File: config.mk
export PLATFORM = sky130hd
export DESIGN_NAME = rsi_isqrt
export DESIGN_NICKNAME = d
export VERILOG_FILES = /design/src/rsi_pkg.sv /design/src/rsi_isqrt.sv
export SDC_FILE = /design/constraint.sdc
export NUM_CORES = 2
export LEC_CHECK = 0
export ABC_AREA = 0
export ABC_CLOCK_PERIOD_IN_PS = 3100
export BUFFER_PORTS_ARGS = -buffer_cell sky130_fd_sc_hd__buf_2
export CAP_MARGIN = 25
export CORE_ASPECT_RATIO = 0.5
export CORE_MARGIN = 1
export CORE_UTILIZATION = 42
export DETAILED_ROUTE_END_ITERATION = 6
export GPL_TIMING_DRIVEN = 0
export PLACE_DENSITY = 0.6
export SLEW_MARGIN = 10
export SYNTH_ARGS = -nofsm -noshare
export SYNTH_HDL_FRONTEND = slang
export SYNTH_SLANG_ARGS = --single-unit
File: constraint.sdc
create_clock -name clk_i -period 3.1 [get_ports clk_i]
set_clock_uncertainty 0.05 [all_clocks]
set_input_delay 0.31 -clock clk_i [delete_from_list [all_inputs] [get_ports clk_i]]
set_output_delay 0.31 -clock clk_i [all_outputs]
set_load 0.05 [all_outputs]
File: src/rsi_pkg.sv
// shared widths, types and register codes of the ray-sphere intersection core
package rsi_pkg;

  localparam int CoordW       = 32;
  localparam int DistW        = 31;
  localparam int NormW        = 16;
  localparam int UnitBits     = 30;
  localparam int UnitW        = 32;
  localparam int VecW         = 34;
  localparam int MagW         = 33;
  localparam int MantW        = 30;
  localparam int RootW        = 31;
  localparam int SqInW        = 2 * RootW;
  localparam int SqStages     = RootW;
  localparam int NumW         = 61;
  localparam int DivStages    = 31;
  localparam int NormFracBits = 14;
  localparam int NormShift    = UnitBits - NormFracBits;
  localparam int CfgIdxW      = 3;
  localparam int UvLat        = 5 + SqStages + 1 + DivStages + 1;
  localparam int CoreLat      = 1 + UvLat + 6 + SqStages + 4 + 1 + UvLat + 1;

  localparam logic [DistW-1:0] DistMax = '1;

  typedef logic signed [CoordW-1:0] coord_t;
  typedef logic signed [UnitW-1:0]  unit_t;
  typedef logic signed [VecW-1:0]   vec_t;
  typedef logic signed [NormW-1:0]  norm_t;

  typedef enum logic [CfgIdxW-1:0] {
    REG_CENTER_X = 3'd0,
    REG_CENTER_Y = 3'd1,
    REG_CENTER_Z = 3'd2,
    REG_RADIUS   = 3'd3
  } cfg_reg_e;

endpackage

File: src/rsi_isqrt.sv
// pipelined floor square root, one root bit per stage
module rsi_isqrt #(
  parameter int SB_W = 1
) (
  input  logic                       clk_i,
  input  logic                       rst_ni,
  input  logic                       in_valid_i,
  input  logic [rsi_pkg::SqInW-1:0]  x_i,
  input  logic [SB_W-1:0]            sb_i,
  output logic                       out_valid_o,
  output logic [rsi_pkg::RootW-1:0]  root_o,
  output logic [SB_W-1:0]            sb_o
);
  import rsi_pkg::*;

  logic             vld_q  [SqStages];
  logic [RootW:0]   rem_q  [SqStages];
  logic [RootW-1:0] root_q [SqStages];
  logic [SqInW-1:0] x_q    [SqStages];
  logic [SB_W-1:0]  sb_q   [SqStages];

  for (genvar k = 0; k < SqStages; k++) begin : g_stage
    logic             vld_in;
    logic [RootW:0]   rem_in;
    logic [RootW-1:0] root_in;
    logic [SqInW-1:0] x_in;
    logic [SB_W-1:0]  sb_in;
    logic [RootW+2:0] rem_sh;
    logic [RootW+2:0] trial;
    logic [RootW+2:0] diff;
    logic             ge;

    if (k == 0) begin : g_head
      assign vld_in  = in_valid_i;
      assign rem_in  = '0;
      assign root_in = '0;
      assign x_in    = x_i;
      assign sb_in   = sb_i;
    end else begin : g_body
      assign vld_in  = vld_q[k-1];
      assign rem_in  = rem_q[k-1];
      assign root_in = root_q[k-1];
      assign x_in    = x_q[k-1];
      assign sb_in   = sb_q[k-1];
    end

    // bring down the next bit pair and try the next root bit
    assign rem_sh = {rem_in, x_in[SqInW-1 -: 2]};
    assign trial  = {1'b0, root_in, 2'b01};
    assign ge     = (rem_sh >= trial);
    assign diff   = rem_sh - trial;

    always_ff @(posedge clk_i or negedge rst_ni) begin
      if (!rst_ni) begin
        vld_q[k] <= 1'b0;
      end else begin
        vld_q[k] <= vld_in;
      end
    end

    always_ff @(posedge clk_i) begin
      rem_q[k]  <= ge ? diff[RootW:0] : rem_sh[RootW:0];
      root_q[k] <= {root_in[RootW-2:0], ge};
      x_q[k]    <= {x_in[SqInW-3:0], 2'b00};
      sb_q[k]   <= sb_in;
    end
  end

  assign out_valid_o = vld_q[SqStages-1];
  assign root_o      = root_q[SqStages-1];
  assign sb_o        = sb_q[SqStages-1];

endmodule

==> impl_metrics.json <==
{
  "clkLatencyLatePin_ps": 850,
  "final_nets": 9626,
  "grt_pass1_wl_mm": 290,
  "clockRootBuffer": "clkbuf_16",
  "setup_slack_ps": -37.9,
  "multi_input_area_sq_um": 38900,
  "antenna_found_initial": 0,
  "cts_max_level": 4,
  "cts_tree": "done",
  "dr.pass1.iters": 5,
  "max_slew.worst_pin.slew_ps": 946,
  "vias": 58210,
  "slowest_delay_ps": 360,
  "fill_cells": 18257,
  "clkTransAtPathRegs_ps": 60,
  "yosys_register_bits": 2402,
  "gp_congestion": 0.907,
  "power_w": 0.0825,
  "core_area_sq_um": 205000,
  "antenna_cells": 0,
  "cp.arrival_ps": 3830,
  "cp.required_ps": 3790,
  "hpwl_mm": 133,
  "path_class": "reg -> reg",
  "peakVddDrop_mv": 0.439,
  "powerDensity_nw_per_um2": 786,
  "wire_per_inst_microns": 15.4,
  "drc": 0,
  "ff_latch_area_sq_um": 48300,
  "start_util_pct": 42.5,
  "status": "finished with violations",
  "power_frac_clock_pct": 33.3,
  "slew_headroom_pct": 36.4,
  "post-place-cells": 11273,
  "violations": "negative setup slack",
  "dieWidth_microns": 646,
  "synth-warning-count": 0,
  "combinationalPowerShare_pct": 18.6,
  "holdCritPathClass": "in -> reg",
  "synth.avg_cell_area_sq_um": 10.3,
  "vias_per_cell": 4.88,
  "syn-instance-count": 8437,
  "synth_edf_count": 0,
  "fin_cells": 11938,
  "max_freq_mhz": 319,
  "post-route-period-util_pct": 101,
  "clkSinkCount": 2402,
  "boundaryPins": 99,
  "slowest_stage": "dfxtp_4",
  "grt_pass1_vias": 57113,
  "worst_setup_path_start_kind": "register",
  "crit_chain": "inv_2, ha_4, nor2b_4, o31ai_2, buf_4, a21oi_4, a211oi_4, nor2_4, a211o_1, a221oi_4, o21ai_4, buf_8, buf_12, a41o_1",
  "port_buffers": 98,
  "ant_nets": 0,
  "rsz0062_at_grt": "true",
  "rows": 117,
  "synth_seq_area_share_pct": 55.5,
  "netlist_area_sq_um": 87000,
  "synth_common_cells": "2371 x dfxtp_1, 671 x inv_1, 569 x nand2_1",
  "synth.area.top_cells": "dfxtp_1 55%, ha_1 7.6%, xnor2_1 4.2%, xor2_1 3.3%, a21oi_1 3.0%",
  "drive_gt1_share_pct": 15.3,
  "cp_max_fo": 7,
  "numCtsBuffers": 210,
  "drt_iter0_drc": 2581,
  "critPathCaptureType": "register",
  "maxSlewViolCount": 0,
  "fin_util_pct": 51.3,
  "synth-main-ff-cell": "dfxtp_1",
  "die_height_microns": 324,
  "overflow": 0,
  "die_area_sq_um": 209000,
  "syn2layout_area_growth_pct": 20.6,
  "power_switching_share_pct": 28.4,
  "max-cap-violations": 0,
  "finalHoldViolCount": 0,
  "intPower_w": 0.0590,
  "min_period_ps": 3140,
  "grt_max_degree": 32,
  "yosysMostFrequentCell": "dfxtp_1",
  "seq_power_share_pct": 48.1,
  "yosysTopAreaCell": "dfxtp_1",
  "p_switching_w": 0.0234,
  "track_usage_pct": 17.0,
  "synth_fp_nets": 9031,
  "finalSetupViolations": 5,
  "wirelength_mm": 184,
  "leakage_nw": 48.2,
  "ys_async_sr_fraction_pct": 1.29,
  "synthDistinctLibCells": 111,
  "cts_buffer_depth": 4,
  "synth_top_area_share_pct": 54.6
}
-- worst paths after layout --
path / from / to / slack (ps) / depth (start not counted)
max reg2reg: root_q[28][0] / rem_q[1][423] / -40 / 14
min: x_i[0] / x_q[0][0] / 90 / 2
max in group asynchronous: rst_ni / out_valid_o / 2390 / 4
max: root_q[28][0] / rem_q[1][423] / -40 / 14
min reg2reg: x_q[19][45] / x_q[20][47] / 260 / 0
min in group asynchronous: rst_ni / g_stage[3].vld_in / 430 / 4
-- layout by cell type (no fill, tap or decap), types with 30 or more instances in the layout --
| cell type | count |
|---|---|
| ha_1 | 457 |
| nand2b_1 | 98 |
| o21ai_1 | 40 |
| clkbuf_16 | 217 |
| or2_2 | 42 |
| xor2_1 | 332 |
| buf_4 | 166 |
| dfxtp_2 | 47 |
| xnor2_1 | 416 |
| nor3_1 | 176 |
| dfrtp_1 | 31 |
| nand3_1 | 119 |
| clkbuf_8 | 47 |
| mux2_2 | 67 |
| nor2_1 | 504 |
| o21a_1 | 104 |
| nor2_4 | 30 |
| a21o_1 | 219 |
| o21ai_0 | 337 |
| inv_1 | 660 |
| a21oi_1 | 435 |
| nand4_1 | 89 |
| o211ai_1 | 30 |
| nor2b_1 | 74 |
| nand2_1 | 560 |
| or4_1 | 32 |
| and3_1 | 53 |
| nor4_1 | 72 |
| o31ai_1 | 54 |
| clkbuf_1 | 55 |
| o21bai_1 | 36 |
| clkinv_2 | 38 |
| dfxtp_1 | 2316 |
| buf_2 | 115 |
| or3_1 | 66 |
| dlygate4sd3_1 | 128 |
| ha_4 | 49 |
| a21oi_2 | 77 |
-- stage by stage --
| stage | setup slack, ps | hold WS [ps] | setup TNS [ps] | area, sq um |
|---|---|---|---|---|
| detailed placement | -1300 | 262 | -297570 | 90900 |
| global placement | -1500 | 260 | -298160 | 90900 |
| finish | -37.9 | 85.7 | -146 | 105000 |
| global route | -130 | 49.0 | -2890 | 105000 |
| CTS | -158 | 6.63 | -2800 | 102000 |
| floorplan | 65.1 | -35.6 | 0 | 87000 |
-- worst max-delay path, delay by kind of cell (launching register included) --
kind	cells	cell delay, ps
AO/OA/AOI/OAI	7	1610
adder cells (fa/ha/maj)	1	210
buffers and inverters	4	570
flip-flops	1	360
AND/OR/NAND/NOR	2	210
-- flip-flops by register name (all words and copies together) (netlist names) --
signal          flops
x_q               930
rem_q             914
root_q            496
sb_q               31
g_stage.vld_in     30
out_valid_o         1
-- power by group through the flow --
stage                     Combinational (W)  Sequential (W)  Clock, W
after floorplan                      0.0104          0.0389         0
after global placement               0.0131          0.0400         0
after detailed placement             0.0132          0.0400         0
after CTS                            0.0145          0.0395    0.0284
after global routing                 0.0170          0.0402    0.0298
final                                0.0153          0.0396    0.0275
-- layout make-up --
| class | count | share of cell area [%] |
|---|---|---|
| Sequential cell | 2402 | 46.1 |
| Inverter | 677 | 2.44 |
| Clock buffer | 281 | 5.71 |
| Multi-Input combinational cell | 5218 | 37.0 |
| Clock inverter | 100 | 1.28 |
| Tap cell | 2737 | 3.26 |
| Timing Repair Buffer | 404 | 3.27 |
| Buffer | 119 | 0.939 |
-- routing by layer --
layer	track usage [%]	up-vias	share of wire, %
li1	-	29990	-
met1	20.1	26836	43
met2	30.4	956	48
met3	2.70	428	3.6
met4	7.69	0	4.6
met5	0	-	0
-- cell families (layout without fill, tap and decap cells) --
logic type               after synthesis  in the layout  synth area share [%]
flip-flops                          2402           2402                  55.5
AND/OR/NAND/NOR                     2204           2204                  12.7
AO/OA/AOI/OAI                       1647           1647                  11.9
buffers and inverters                817           1581                  3.64
XOR/XNOR                             753            753                  7.58
adder cells (fa/ha/maj)              528            528                  7.59
multiplexers                          85             85                  1.09
other                                  1              1               0.00431
-- timing repair --
action,CTS,global route
buffers inserted,91,75
hold buffers,129,0
resized for setup,487,448
cloned,8,4
endpoints found under the hold margin,96,0
pin swaps,85,150
setup endpoints to repair,662,639
Power figures use the tool's default switching activity.
